<file path="config.mk">
export PLATFORM = sky130hd
export DESIGN_NAME = swap_tolerant_pattern_matcher
export DESIGN_NICKNAME = d
export VERILOG_FILES = /design/src/hw/rtl/stpm_pkg.sv /design/src/hw/rtl/stpm_cfg.sv /design/src/hw/rtl/stpm_cell.sv /design/src/hw/rtl/swap_tolerant_pattern_matcher.sv
export SDC_FILE = /design/constraint.sdc
export NUM_CORES = 1
export LEC_CHECK = 0
export BUFFER_PORTS_ARGS = -buffer_cell sky130_fd_sc_hd__buf_2
export CORE_ASPECT_RATIO = 1.75
export CORE_MARGIN = 2
export CORE_UTILIZATION = 35
export CTS_BUF_LIST = sky130_fd_sc_hd__clkbuf_4 sky130_fd_sc_hd__clkbuf_8 sky130_fd_sc_hd__clkbuf_16
export DETAILED_ROUTE_END_ITERATION = 8
export GPL_ROUTABILITY_DRIVEN = 0
export GPL_TIMING_DRIVEN = 0
export SYNTH_ARGS = -nofsm -noshare
export SYNTH_HDL_FRONTEND = slang
export SYNTH_SLANG_ARGS = --single-unit
</file>
<file path="constraint.sdc">
create_clock -name clk -period 4.5 [get_ports clk]
set_clock_uncertainty 0.1 [all_clocks]
set_input_delay 0.225 -clock clk [delete_from_list [all_inputs] [get_ports clk]]
set_output_delay 0.225 -clock clk [all_outputs]
set_load 0.01 [all_outputs]
</file>
<file path="src/hw/rtl/stpm_pkg.sv">
// Shared constants, types and register codes of the swap-tolerant pattern matcher.
package stpm_pkg;

	localparam int MAX_PATTERN = 16;
	localparam int MAX_TEXT = 4096;

	localparam int CHAR_W = 8;
	localparam int LEN_W = 5;
	localparam int START_W = 12;
	localparam int POS_W = $clog2(MAX_TEXT + 1);
	localparam int IDX_W = $clog2(MAX_PATTERN);

	localparam int APB_W = 64;
	localparam int ADDR_W = 5;
	localparam int REG_W = 2;

	localparam logic [REG_W-1:0] REG_PAT_LEN = 2'd0;
	localparam logic [REG_W-1:0] REG_CHARS_LO = 2'd1;
	localparam logic [REG_W-1:0] REG_CHARS_HI = 2'd2;

	typedef struct packed {
		logic [LEN_W-1:0] pat_len;
		logic [APB_W-1:0] chars_hi;
		logic [APB_W-1:0] chars_lo;
	} cfg_t;

	// Token handed from cell to cell during the greedy pass
	typedef struct packed {
		logic valid;
		logic used_prev;
		logic used_cur;
	} tok_t;

	// Controls broadcast to every cell
	typedef struct packed {
		logic shift;
		logic [CHAR_W-1:0] pchar;
	} cell_ctl_t;

endpackage

</file>
<file path="src/hw/rtl/stpm_cfg.sv">
// APB register file holding the pattern length and pattern characters.
module stpm_cfg
	import stpm_pkg::*;
(
	input  logic              clk,
	input  logic              arst_n,
	input  logic              psel,
	input  logic              penable,
	input  logic              pwrite,
	input  logic [ADDR_W-1:0] paddr,
	input  logic [APB_W-1:0]  pwdata,
	output logic [APB_W-1:0]  prdata,
	output logic              pready,
	output cfg_t              cfg
);

	logic [LEN_W-1:0] pat_len_q;
	logic [APB_W-1:0] chars_lo_q;
	logic [APB_W-1:0] chars_hi_q;
	logic [REG_W-1:0] reg_sel;
	logic             wr_en;

	assign pready = 1'b1;
	assign reg_sel = paddr[ADDR_W-1:ADDR_W-REG_W];
	assign wr_en = psel & penable & pwrite;

	always_ff @(posedge clk or negedge arst_n) begin
		if (!arst_n) begin
			pat_len_q <= LEN_W'(1);
			chars_lo_q <= '0;
			chars_hi_q <= '0;
		end else if (wr_en) begin
			case (reg_sel)
				REG_PAT_LEN: pat_len_q <= pwdata[LEN_W-1:0];
				REG_CHARS_LO: chars_lo_q <= pwdata;
				REG_CHARS_HI: chars_hi_q <= pwdata;
				default: ;
			endcase
		end
	end

	always_comb begin
		case (reg_sel)
			REG_PAT_LEN: prdata = APB_W'(pat_len_q);
			REG_CHARS_LO: prdata = chars_lo_q;
			REG_CHARS_HI: prdata = chars_hi_q;
			default: prdata = '0;
		endcase
	end

	assign cfg.pat_len = pat_len_q;
	assign cfg.chars_lo = chars_lo_q;
	assign cfg.chars_hi = chars_hi_q;

endmodule

</file>
<file path="src/hw/rtl/stpm_cell.sv">
// One window cell: holds a text byte and evaluates one pattern character when the token arrives.
module stpm_cell
	import stpm_pkg::*;
(
	input  logic              clk,
	input  logic              arst_n,
	input  cell_ctl_t         ctl,
	input  logic              inject,
	input  logic [CHAR_W-1:0] in_byte,
	input  logic [CHAR_W-1:0] up_byte,
	input  logic [CHAR_W-1:0] down_byte,
	input  logic              has_down,
	input  tok_t              tok_in,
	output logic [CHAR_W-1:0] byte_q,
	output tok_t              tok_q
);

	logic active;
	logic prev_used;
	logic cur_used;
	logic take_cur;
	logic take_prev;
	logic take_next;

	assign active = inject | tok_in.valid;
	assign prev_used = inject | tok_in.used_prev;
	assign cur_used = ~inject & tok_in.used_cur;

	assign take_cur = ~cur_used & (byte_q == ctl.pchar);
	assign take_prev = ~take_cur & ~prev_used & (up_byte == ctl.pchar);
	assign take_next = ~take_cur & ~take_prev & has_down & (down_byte == ctl.pchar);

	always_ff @(posedge clk or negedge arst_n) begin
		if (!arst_n) begin
			byte_q <= '0;
			tok_q <= '0;
		end else begin
			if (ctl.shift) begin
				byte_q <= in_byte;
			end
			tok_q.valid <= active & (take_cur | take_prev | take_next);
			tok_q.used_prev <= cur_used | take_cur;
			tok_q.used_cur <= take_next;
		end
	end

endmodule

</file>
<file path="src/hw/rtl/swap_tolerant_pattern_matcher.sv">
// Top level of the swap-tolerant pattern matcher: input control, cell chain, result register.
//
//  channel  | handshake            | payload
//  ---------+----------------------+---------------------------
//  input    | in_valid / in_stall  | text_char, first_char
//  result   | out_valid / out_stall| start_position
//  config   | APB psel / penable   | paddr, pwdata, prdata
//
// A byte that completes no window does not stall the input. A byte that completes a window
// keeps the input stalled while the token walks the cell chain one cell a cycle.
// Reset clears the window, the text position and the registers; no clearing pass.
// A waiting result does not block input by itself; a new match waits in the result
// holding register and keeps the input stalled until the stalled result leaves.
module swap_tolerant_pattern_matcher
	import stpm_pkg::*;
(
	input  logic               clk,
	input  logic               arst_n,
	input  logic               in_valid,
	output logic               in_stall,
	input  logic [CHAR_W-1:0]  text_char,
	input  logic               first_char,
	output logic               out_valid,
	input  logic               out_stall,
	output logic [START_W-1:0] start_position,
	input  logic               psel,
	input  logic               penable,
	input  logic               pwrite,
	input  logic [ADDR_W-1:0]  paddr,
	input  logic [APB_W-1:0]   pwdata,
	output logic [APB_W-1:0]   prdata,
	output logic               pready
);

	localparam logic [1:0] ST_IDLE = 2'd0;
	localparam logic [1:0] ST_EVAL = 2'd1;
	localparam logic [1:0] ST_HOLD = 2'd2;

	cfg_t               cfg;
	logic [1:0]         state_q;
	logic [POS_W-1:0]   pos_q;
	logic [LEN_W-1:0]   cnt_q;
	logic [IDX_W-1:0]   k_q;
	logic [START_W-1:0] start_q;
	logic               out_valid_q;
	logic [START_W-1:0] out_pos_q;

	logic               in_acc;
	logic               take;
	logic [POS_W-1:0]   pos_cur;
	logic [POS_W:0]     pos_nxt;
	logic [LEN_W-1:0]   len_eff;
	logic [LEN_W-1:0]   len_m1;
	logic               eval_go;
	logic               out_free;
	logic               load_out;
	logic               match;
	logic [2*APB_W-1:0] chars_all;
	cell_ctl_t          ctl;
	logic [MAX_PATTERN-1:0] inj_vec;
	logic [CHAR_W-1:0]  win [MAX_PATTERN];
	tok_t               tok [MAX_PATTERN];

	stpm_cfg u_cfg (
		.clk     (clk),
		.arst_n  (arst_n),
		.psel    (psel),
		.penable (penable),
		.pwrite  (pwrite),
		.paddr   (paddr),
		.pwdata  (pwdata),
		.prdata  (prdata),
		.pready  (pready),
		.cfg     (cfg)
	);

	assign in_stall = (state_q != ST_IDLE);
	assign in_acc = in_valid & ~in_stall;
	assign take = in_acc & (first_char | (pos_q < POS_W'(MAX_TEXT)));
	assign pos_cur = first_char ? '0 : pos_q;
	assign pos_nxt = {1'b0, pos_cur} + 1'b1;

	assign len_eff = (cfg.pat_len > LEN_W'(MAX_PATTERN)) ? LEN_W'(MAX_PATTERN) : cfg.pat_len;
	assign len_m1 = len_eff - 1'b1;
	assign eval_go = take & (len_eff != '0) & (pos_nxt >= (POS_W + 1)'(len_eff));

	assign chars_all = {cfg.chars_hi, cfg.chars_lo};
	assign ctl.shift = take;
	assign ctl.pchar = chars_all[k_q * CHAR_W +: CHAR_W];

	always_comb begin
		inj_vec = '0;
		if (state_q == ST_EVAL && cnt_q != '0 && k_q == '0) begin
			inj_vec[len_m1[IDX_W-1:0]] = 1'b1;
		end
	end

	genvar j;
	generate
		for (j = 0; j < MAX_PATTERN; j++) begin : g_cell
			logic [CHAR_W-1:0] in_byte;
			logic [CHAR_W-1:0] up_byte;
			logic [CHAR_W-1:0] down_byte;
			tok_t              tok_in;

			if (j == 0) begin : g_first
				assign in_byte = text_char;
				assign down_byte = '0;
			end else begin : g_rest
				assign in_byte = first_char ? '0 : win[j-1];
				assign down_byte = win[j-1];
			end

			if (j == MAX_PATTERN - 1) begin : g_top
				assign up_byte = '0;
				assign tok_in = '0;
			end else begin : g_mid
				assign up_byte = win[j+1];
				assign tok_in = tok[j+1];
			end

			stpm_cell u_cell (
				.clk       (clk),
				.arst_n    (arst_n),
				.ctl       (ctl),
				.inject    (inj_vec[j]),
				.in_byte   (in_byte),
				.up_byte   (up_byte),
				.down_byte (down_byte),
				.has_down  (j != 0),
				.tok_in    (tok_in),
				.byte_q    (win[j]),
				.tok_q     (tok[j])
			);
		end
	endgenerate

	assign match = tok[0].valid;
	assign out_free = ~out_valid_q | ~out_stall;
	assign load_out = out_free &
		(((state_q == ST_EVAL) && (cnt_q == '0) && match) || (state_q == ST_HOLD));

	always_ff @(posedge clk or negedge arst_n) begin
		if (!arst_n) begin
			state_q <= ST_IDLE;
			pos_q <= '0;
			cnt_q <= '0;
			k_q <= '0;
		end else begin
			if (take) begin
				pos_q <= pos_nxt[POS_W-1:0];
			end
			case (state_q)
				ST_IDLE: begin
					if (eval_go) begin
						state_q <= ST_EVAL;
						cnt_q <= len_eff;
						k_q <= '0;
					end
				end
				ST_EVAL: begin
					if (cnt_q != '0) begin
						cnt_q <= cnt_q - 1'b1;
						k_q <= k_q + 1'b1;
					end else if (!match || out_free) begin
						state_q <= ST_IDLE;
					end else begin
						state_q <= ST_HOLD;
					end
				end
				ST_HOLD: begin
					if (out_free) begin
						state_q <= ST_IDLE;
					end
				end
				default: state_q <= ST_IDLE;
			endcase
		end
	end

	always_ff @(posedge clk) begin
		if (take) begin
			start_q <= START_W'(pos_nxt - (POS_W + 1)'(len_eff));
		end
	end

	always_ff @(posedge clk or negedge arst_n) begin
		if (!arst_n) begin
			out_valid_q <= 1'b0;
		end else if (load_out) begin
			out_valid_q <= 1'b1;
		end else if (!out_stall) begin
			out_valid_q <= 1'b0;
		end
	end

	always_ff @(posedge clk) begin
		if (load_out) begin
			out_pos_q <= start_q;
		end
	end

	assign out_valid = out_valid_q;
	assign start_position = out_pos_q;

endmodule

</file>
==> impl_metrics.py, run 1 <==
metrics = {
    "clocking": {
        "cts.clk_slew.worst_paths_ns": 0.07,
        "max-clock-path-buffers": 3,
        "htree_levels": 2,
        "cts_tree": "yes",
        "root_buffer": "clkbuf_16",
        "cts_sinks": 356,
        "cts-buffers-inserted": 36,
        "insertion_delay_ns": 0.56,
        "postCtsSetupBuffers": 0,
    },
    "min_path": {
        "hold_path.class": "input port to register",
        "hold_start": "first_char",
    },
    "drt": {
        "vias": 16600,
        "drtAntennaViolNets": 0,
        "drt_first_pass_iters": 5,
        "drt_iter0_drc": 1109,
        "totalWireLength_um": 71100,
        "via_per_inst": 5.65,
        "drc_errors": 0,
        "wl_per_cell_um": 24.2,
    },
    "synthesis": {
        "synth_cell_type_count": 86,
        "async_flop_share": 0.933,
        "postSynthCellCount": 1936,
        "syn-num-nets": 2032,
        "synth_area_sq_mm": 0.0199,
        "ys_seq_area_frac": 0.454,
        "avgSynthCellArea_sq_um": 10.3,
        "yosys_most_used_dff": "dfrtp_1",
        "ys_ff_latch": 356,
        "synth.yosys.warnings": 0,
        "synth_edf_count": 24,
    },
    "worst_setup_path": {
        "start_kind": "register",
        "r2r-start": "k_q[0]",
        "end_kind": "register",
        "critical_path_required_ns": 4.80,
        "arrival_ns": 4.73,
        "cp_max_fo": 10,
        "critPathKind": "register to register",
        "critPathLaunch": "k_q[0]",
    },
    "sta": {
        "hold_viol_final": 0,
        "drv_slew": 0,
        "rsz0062_at_grt": "no",
        "post-route-period-util": 0.985,
        "tightest_slew_ns": 1.14,
        "finalSetupViolations": 0,
        "period_minus_slack_ns": 4.43,
        "fin_ws_ns": 0.0679,
        "slew_headroom": 0.239,
        "fmaxAchievable_mhz": 226,
    },
    "pwr": {
        "power_density_mw_per_mm2": 691,
        "p_leak_nw": 10.8,
        "ir_drop_mv": 0.450,
    },
    "global_route": {
        "antenna_found_initial": 0,
        "grt_pass1_vias": 17200,
        "overflow": 0,
        "grt_pass1_wl_um": 106000,
        "grt_max_degree": 119,
        "grt.total_usage": 0.242,
    },
    "layout": {
        "layout_commonest_cell": "dfrtp_1",
        "layout-drive-gt1-share": 0.202,
        "utilization": 0.421,
        "diodes": 0,
        "num-fill-cells": 5404,
        "area_growth_pct": 18.9,
        "finalNetCount": 2304,
        "final_cell_mix": "dfrtp_1, nand2_1, buf_2, nand3_1, mux2_2",
    },
    "placed_design": {
        "dp_slack_ns": 0.180,
        "port_buffers": 156,
        "detailed_place_hpwl_um": 52300,
    },
    "floorplan": {
        "io_pins": 164,
        "row_count": 115,
        "core_sq_mm": 0.0561,
        "initial_core_util": 0.354,
        "die_h_um": 319,
        "die_area_sq_mm": 0.0588,
        "fp.dieW_um": 184,
    },
    "job": {
        "maxCapViolations": 0,
    },
    "outcome": {
        "status": "complete, no violations",
    },
}
[cells in the mapped netlist, types with 4 or more instances]
| master | n | area [sq um] |
|---|---|---|
| mux2_2 | 145 | 1630 |
| o21ai_0 | 53 | 265 |
| nor4_2 | 4 | 50.1 |
| or2_2 | 5 | 31.3 |
| nand2_1 | 316 | 1190 |
| a22oi_1 | 10 | 75.1 |
| buf_4 | 12 | 90.1 |
| and2_1 | 5 | 31.3 |
| o32ai_2 | 6 | 97.6 |
| nor3_1 | 44 | 220 |
| or3_1 | 15 | 93.8 |
| inv_1 | 25 | 93.8 |
| o2111ai_1 | 4 | 35.0 |
| o22a_1 | 12 | 105 |
| ha_1 | 10 | 125 |
| buf_1 | 15 | 56.3 |
| nor2_1 | 70 | 263 |
| nor4_1 | 22 | 138 |
| clkbuf_1 | 80 | 300 |
| edfxtp_1 | 24 | 721 |
| a21oi_1 | 21 | 105 |
| buf_6 | 12 | 135 |
| xnor2_1 | 132 | 1160 |
| a32oi_1 | 5 | 43.8 |
| nand3_1 | 147 | 736 |
| mux2i_4 | 8 | 180 |
| a22o_1 | 72 | 631 |
| o22ai_1 | 9 | 56.3 |
| nand4b_1 | 4 | 35.0 |
| nand4_1 | 21 | 131 |
| dfrtp_1 | 331 | 8280 |
| a31oi_1 | 7 | 43.8 |
| mux4_2 | 16 | 360 |
| a21boi_0 | 6 | 45.0 |
| o2bb2ai_1 | 4 | 35.0 |
| nand2b_1 | 14 | 87.6 |
| a21o_1 | 4 | 30.0 |
| o31ai_1 | 7 | 52.6 |
| mux2i_1 | 30 | 300 |
| nor2b_1 | 29 | 181 |
| and3b_1 | 4 | 35.0 |
| xor2_1 | 106 | 928 |
[worst paths after layout]
| path | depth (start not counted) | endpoint | slack (ns) |
|---|---|---|---|
| setup reg to reg | 11 | g_cell[8].u_cell.tok_q[0] | 0.07 |
| max in group asynchronous | 4 | u_cfg.chars_lo_q[7] | 3.01 |
| hold reg to reg | 0 | start_position[11] | 0.32 |
| hold / removal | 4 | pos_q[10] | 0.22 |
| min in group asynchronous | 3 | g_cell[6].u_cell.byte_q[5] | 0.24 |
| setup / recovery | 11 | g_cell[8].u_cell.tok_q[0] | 0.07 |
[registers in the layout, summed over array words and instances, names as in the netlist, 5 cells and up]
signal / count
pos_q: 13
u_cfg.pat_len_q: 5
u_cfg.chars_hi_q: 64
start_q: 12
g_cell.u_cell.byte_q: 128
start_position: 12
g_cell.u_cell.tok_q: 46
cnt_q: 5
u_cfg.chars_lo_q: 64
[power by group]
part,leakage [nW],internal [mW],total [mW],switching (mW)
Combinational,5.64,3.31,8.53,5.22
Sequential,4.57,3.87,4.54,0.675
Clock,0.622,1.90,3.27,1.38
Total,10.8,9.07,16.3,7.27
[logic make-up (layout without fill, tap and decap cells)]
group / after synthesis / in the layout / share of synthesized area
buffers and inverters: 152 / 450 / 0.0375
XOR/XNOR: 239 / 239 / 0.106
AND/OR/NAND/NOR: 722 / 722 / 0.171
adder cells (fa/ha/maj): 11 / 11 / 0.00730
AO/OA/AOI/OAI: 254 / 254 / 0.0983
flip-flops: 356 / 356 / 0.454
multiplexers: 201 / 201 / 0.126
other: 1 / 1 / 0.000189
[timing repair]
action                                 CTS  global route
endpoints found under the hold margin  260             0
hold buffers                            75             0
resized for setup                        0             0
[worst max-delay path: stages (launching register included)]
cell and delay (ns):
dfrtp_1 0.53, buf_4 0.32, buf_4 0.28, mux2i_1 0.54, a22oi_1 0.37, nand2_2 0.31, buf_4 0.32, xor2_1 0.20
nand3_1 0.12, a221oi_2 0.75, a22oi_1 0.23, nor2b_1 0.19
[metrics by stage]
stage / instances / power, mW / hold WS [ns] / TNS, ns / area (sq um)
3_3_place_gp: 2794 / 12.7 / 0.304 / -1078.01 / 21500
5_1_grt: 2936 / 17.0 / 0.292 / 0 / 23600
4_1_cts: 2936 / 16.2 / 0.206 / 0 / 23600
2_1_floorplan: 1936 / 10.2 / -0.171 / 0 / 19900
3_5_place_dp: 2797 / 12.8 / 0.244 / 0 / 21600
6_report: 2936 / 16.3 / 0.223 / 0 / 23600
[layout make-up]
type                       instances  area [sq um]  area share
buffer                           124           637      0.0269
sequential                       356          9030       0.382
clock buffer                      46          1010      0.0429
multi-input combinational       1428         10100       0.427
tap                              702           878      0.0372
inverter                          28           108     0.00455
clock inverter                    18           246      0.0104
timing repair buffer             234          1620      0.0687
[metal layers]
metal	vias up	wire length, um	global-route usage
met5	-	0	0
met4	0	7230	0.212
met3	289	3990	0.0361
met2	782	35600	0.424
met1	8164	24300	0.249
li1	7355	-	-
(Power assumes the default switching activity.)
==> run 2: changes to the inputs <==
- PLACE_DENSITY_LB_ADDON: not set -> 0.08
==> impl_metrics.py, run 2 (synthesis results as in run 1) <==
metrics = {
    "clocking": {
        "cts.clk_slew.worst_paths_ns": 0.06,
        "cts_sinks": 356,
        "insertion_delay_ns": 0.57,
        "htree_levels": 2,
        "cts-buffers-inserted": 38,
        "cts_tree": "yes",
        "max-clock-path-buffers": 3,
        "root_buffer": "clkbuf_16",
        "postCtsSetupBuffers": 0,
    },
    "pwr": {
        "power_density_mw_per_mm2": 702,
        "ir_drop_mv": 0.341,
        "power.total_mw": 16.6,
        "p_leak_nw": 10.9,
    },
    "worst_setup_path": {
        "cpMaxStageDelayCell": "mux2i_1",
        "arrival_ns": 4.63,
        "cp_common_cell": "buf_4",
        "start_kind": "register",
        "critPathKind": "register to register",
        "r2r-start": "k_q[0]",
        "cp_max_fo": 10,
        "rr_worst_depth": 12,
        "rrSetupSlack_ns": 0.18,
        "crit_path_cell_trace": "buf_4 > buf_4 > mux2i_1 > a22oi_1 > o211ai_1 > buf_4 > buf_4 > xor2_1 > nand4_1 > a221oi_2 > a22oi_1 > nor2b_1",
        "cp_top_family": "buffers and inverters",
        "crit_buf_inv": 4,
        "critical_path_required_ns": 4.81,
        "max_stage_delay_ns": 0.65,
        "end_kind": "register",
        "r2r_end": "g_cell[8].u_cell.tok_q[0]",
    },
    "sta": {
        "drv_slew": 0,
        "rsz0062_at_grt": "no",
        "period_minus_slack_ns": 4.32,
        "tightest_slew_ns": 1.23,
        "fmaxAchievable_mhz": 231,
        "fin_ws_ns": 0.176,
        "post-route-period-util": 0.961,
        "hold_viol_final": 0,
        "slew_headroom": 0.178,
        "finalSetupViolations": 0,
    },
    "layout": {
        "top_register": "g_cell.u_cell.byte_q",
        "reg.largest.list": "g_cell.u_cell.byte_q: 128 flops, u_cfg.chars_hi_q: 64 flops, u_cfg.chars_lo_q: 64 flops",
        "area_growth_pct": 19.2,
        "final_cell_mix": "dfrtp_1, nand2_1, buf_2, nand3_1, mux2_2",
        "diodes": 0,
        "utilization": 0.422,
        "layout_commonest_cell": "dfrtp_1",
        "layout-drive-gt1-share": 0.205,
        "finalNetCount": 2306,
        "largest_reg_flops": 128,
    },
    "placed_design": {
        "port_buffers": 156,
        "detailed_place_hpwl_um": 59400,
        "dp_slack_ns": -0.108,
    },
    "min_path": {
        "hold_path.class": "input port to asynchronous set/reset pin",
    },
    "floorplan": {
        "core_sq_mm": 0.0561,
        "fp.dieW_um": 184,
        "die_h_um": 319,
        "die_area_sq_mm": 0.0588,
        "initial_core_util": 0.354,
        "row_count": 115,
        "io_pins": 164,
    },
    "drt": {
        "drt_first_pass_iters": 4,
        "drt_iter0_drc": 849,
        "via_per_inst": 5.58,
        "drc_errors": 0,
        "wl_per_cell_um": 26.8,
        "totalWireLength_um": 78800,
        "vias": 16400,
        "drtAntennaViolNets": 0,
    },
    "global_route": {
        "antenna_found_initial": 0,
        "grt_pass1_wl_um": 116000,
        "grt_pass1_vias": 17300,
        "overflow": 0,
        "grt.total_usage": 0.271,
        "grt_max_degree": 111,
    },
    "outcome": {
        "status": "complete, no violations",
    },
    "job": {
        "maxCapViolations": 0,
    },
}
[run 2: timing repair]
item,in CTS,in global routing
hold buffers,75,0
gates resized for setup,1,0
endpoints found under the hold margin,203,0
setup endpoints to repair,1,0
[run 2: cell type report]
class,instances,area (sq um)
fill,5553,32400
multi-input combinational,1428,10100
sequential,356,9030
timing repair buffer,234,1620
clock buffer,51,1120
tap,702,878
buffer,124,637
clock inverter,16,180
inverter,28,108
[run 2: power by group]
group	switching, mW	total, mW	leakage, nW	internal (mW)
Sequential	0.727	4.59	4.57	3.87
Combinational	5.36	8.67	5.64	3.31
Clock	1.40	3.38	0.654	1.98
Total	7.49	16.6	10.9	9.15
[run 2: metrics by stage]
| step | hold WS [ns] | TNS (ns) | cell area [sq um] | cells |
|---|---|---|---|---|
| 4_1_cts | 0.130 | 0 | 23700 | 2939 |
| 2_1_floorplan | -0.171 | 0 | 19900 | 1936 |
| 6_report | 0.123 | 0 | 23700 | 2939 |
| 3_5_place_dp | 0.124 | -0.108 | 21600 | 2797 |
| 5_1_grt | 0.165 | 0 | 23700 | 2939 |
| 3_3_place_gp | 0.304 | -1191.32 | 21500 | 2794 |
[run 2: worst max-delay path by stage]
stage                                  to  slack, ns  cells after the start  startpoint
2_1_floorplan                    cnt_q[3]       0.96                     17  first_char
3_3_place_gp         u_cfg.chars_hi_q[57]      -3.66                      1      arst_n
3_5_place_dp   g_cell[14].u_cell.tok_q[2]      -0.11                     10      k_q[0]
4_1_cts         g_cell[8].u_cell.tok_q[0]       0.07                     12      k_q[0]
5_1_grt         g_cell[8].u_cell.tok_q[0]       0.04                     12      k_q[0]
6_report        g_cell[8].u_cell.tok_q[0]       0.18                     12      k_q[0]
[run 2: routing by layer]
metal / vias up / global-route usage / share of wire
li1: 7370 / - / -
met1: 8239 / 0.285 / 0.36
met2: 567 / 0.506 / 0.53
met3: 212 / 0.0347 / 0.040
met4: 0 / 0.166 / 0.071
met5: - / 0 / 0
==> run 3: changes to the inputs <==
- ABC_AREA: not set -> 1
- CAP_MARGIN: not set -> 5
==> impl_metrics.py, run 3 <==
metrics = {
    "outcome": {
        "status": "complete, no violations",
    },
    "clocking": {
        "max-clock-path-buffers": 3,
        "cts_sinks": 356,
        "postCtsSetupBuffers": 0,
        "cts.clk_slew.worst_paths_ns": 0.07,
        "holdBufCountCts": 74,
        "htree_levels": 2,
        "cts-resized-gates": 0,
        "insertion_delay_ns": 0.55,
        "root_buffer": "clkbuf_16",
        "cts-buffers-inserted": 39,
        "cts_tree": "yes",
    },
    "synthesis": {
        "avgSynthCellArea_sq_um": 7.56,
        "synth_commonest_cells": "nand2_1, nand3_1, dfrtp_1, inv_1, o21ai_0",
        "synth_area_sq_mm": 0.0193,
        "synth_top_area_frac": 0.429,
        "syn-num-nets": 2649,
        "ys_ff_latch": 356,
        "yosys_most_used_dff": "dfrtp_1",
        "synth_edf_count": 24,
        "synth_cell_type_count": 42,
        "yosysTopAreaCell": "dfrtp_1",
        "synth.yosys.warnings": 0,
        "postSynthCellCount": 2553,
        "ys_seq_area_frac": 0.468,
        "async_flop_share": 0.933,
        "synth_most_common_cell": "nand2_1",
        "netlist_top_cells_area": "dfrtp_1, nand2_1, nand3_1",
    },
    "worst_setup_path": {
        "max_stage_delay_ns": 0.44,
        "critPathKind": "register to register",
        "end_kind": "register",
        "cp_common_cell": "nand2_1",
        "critical_path_required_ns": 4.85,
        "arrival_ns": 3.62,
        "crit_path_cell_trace": "buf_4 > inv_2 > buf_4 > nand3_1 > nand2_1 > nand2_1 > nand2_1 > inv_2 > nand2_4 > buf_6 > nand2_1 > nand2_1 > nand2_1 > nor2_1 > nand2_1 > a31oi_1",
        "rr_worst_depth": 16,
        "cpMaxStageDelayCell": "nor2_1",
        "start_kind": "register",
        "cp_max_fo": 10,
    },
    "floorplan": {
        "initial_core_util": 0.354,
        "die_h_um": 315,
        "core_sq_mm": 0.0544,
        "row_count": 113,
        "io_pins": 164,
        "fp.dieW_um": 181,
        "die_area_sq_mm": 0.0571,
    },
    "min_path": {
        "hold_path.class": "input port to asynchronous set/reset pin",
    },
    "drt": {
        "drt_first_pass_iters": 6,
        "drtAntennaViolNets": 0,
        "via_per_inst": 5.26,
        "drt_iter0_drc": 1433,
        "wl_per_cell_um": 22.1,
        "drc_errors": 0,
        "vias": 18700,
        "totalWireLength_um": 78500,
    },
    "global_route": {
        "met3_usage": 0.0340,
        "grt_most_used_layer": "met2",
        "overflow": 0,
        "grt.total_usage": 0.274,
        "grt_pass1_vias": 18900,
        "grt_pass1_wl_um": 117000,
        "grt_max_degree": 112,
        "use_met1": 0.280,
        "antenna_found_initial": 1,
        "grt_use_met2": 0.511,
    },
    "sta": {
        "slew_headroom": 0.152,
        "hold_viol_final": 0,
        "fmaxAchievable_mhz": 306,
        "tightest_slew_ns": 1.27,
        "fin_hold_ws_ns": 0.120,
        "drv_slew": 0,
        "rsz0062_at_grt": "no",
        "finalSetupViolations": 0,
        "period_minus_slack_ns": 3.27,
        "post-route-period-util": 0.727,
        "setup_tns_ns": 0,
    },
    "pwr": {
        "net-switching-power_mw": 7.28,
        "p_int_mw": 8.01,
        "p_leak_nw": 11.2,
        "seqPwrFrac": 0.265,
        "clkPwrFrac": 0.219,
        "swShare": 0.476,
        "ir_drop_mv": 0.274,
        "power_density_mw_per_mm2": 662,
        "power_frac_comb": 0.516,
    },
    "layout": {
        "finalNetCount": 2926,
        "final_cell_mix": "nand2_1, nand3_1, dfrtp_1, inv_1, o21ai_0",
        "largest_reg_flops": 128,
        "reg.largest.list": "g_cell.u_cell.byte_q: 128 flops, u_cfg.chars_hi_q: 64 flops, u_cfg.chars_lo_q: 64 flops",
        "top_register": "g_cell.u_cell.byte_q",
        "layout-drive-gt1-share": 0.133,
        "area_growth_pct": 19.7,
        "layout_commonest_cell": "nand2_1",
        "diodes": 0,
        "utilization": 0.424,
        "final_area_sq_mm": 0.0231,
    },
    "placed_design": {
        "port_buffers": 159,
        "detailed_place_hpwl_um": 59800,
        "place_area_sq_mm": 0.0210,
    },
    "job": {
        "maxCapViolations": 0,
    },
}
run 3: cell types whose count changed in the layout (fill, tap and decap cells not counted), moves of 40 or more:
cell and delta:
o22ai_1 +51, nor3_1 -40, a22o_1 -72, xor2_1 -94, inv_1 +303, nand2_1 +423
mux2_2 -143, xnor2_1 -121, nand3_1 +246, o21ai_0 +225
run 3: path summary, 6_finish.rpt:
kind	startpoint	endpoint	slack (ns)
max in group asynchronous	arst_n	g_cell[0].u_cell.byte_q[1]	2.71
min in group clk	pwrite	u_cfg.pat_len_q[0]	0.15
min	arst_n	u_cfg.chars_lo_q[41]	0.12
max	k_q[1]	g_cell[15].u_cell.tok_q[2]	1.23
max reg2reg	k_q[1]	g_cell[15].u_cell.tok_q[2]	1.23
min reg2reg	start_q[6]	start_position[6]	0.32
run 3: area by class of cell:
type	instances	area (sq um)
Sequential cell	356	9030
Clock buffer	57	1180
Clock inverter	13	125
Tap cell	690	863
Multi-Input combinational cell	1719	8240
Buffer	137	739
Fill cell	5629	31300
Inverter	341	1280
Timing Repair Buffer	236	1630
run 3: per-stage QoR:
step	instances	total power [mW]	worst slack (ns)
after global placement	3402	11.8	-3.86
after detailed placement	3405	11.8	1.25
final	3549	15.3	1.23
after CTS	3549	15.3	1.26
after floorplan	2553	8.90	1.60
after global routing	3549	16.1	1.01
run 3: kinds of logic after synthesis:
group | after synthesis | synth area share
AOI/OAI and AO/OA | 359 | 0.0992
DFF | 356 | 0.468
xor gates and xnor gates | 26 | 0.0130
adders and majority gates | 11 | 0.00752
muxes | 2 | 0.00117
other | 1 | 0.000194
buffers and inverters | 478 | 0.105
and+or+nand+nor | 1320 | 0.306
run 3: per-layer routing:
layer / up-vias / part of all wire
li1: 8764 / -
met5: - / 0.00014
met4: 2 / 0.081
met3: 257 / 0.047
met1: 8923 / 0.35
met2: 722 / 0.52
run 3: power by group through the flow:
stage	combinational [mW]	clock, mW	sequential [mW]
3_5_place_dp	7.72	0	4.10
3_3_place_gp	7.71	0	4.09
4_1_cts	7.80	3.43	4.04
2_1_floorplan	4.90	0	4.00
5_1_grt	8.52	3.54	4.10
6_report	7.89	3.35	4.05
run 3: critical path: cells and delay by family, from the launching register on:
family	cells	cell delay (ns)
flip-flops	1	0.38
buffers and inverters	5	0.88
AND/OR/NAND/NOR	10	1.56
AO/OA/AOI/OAI	1	0.22
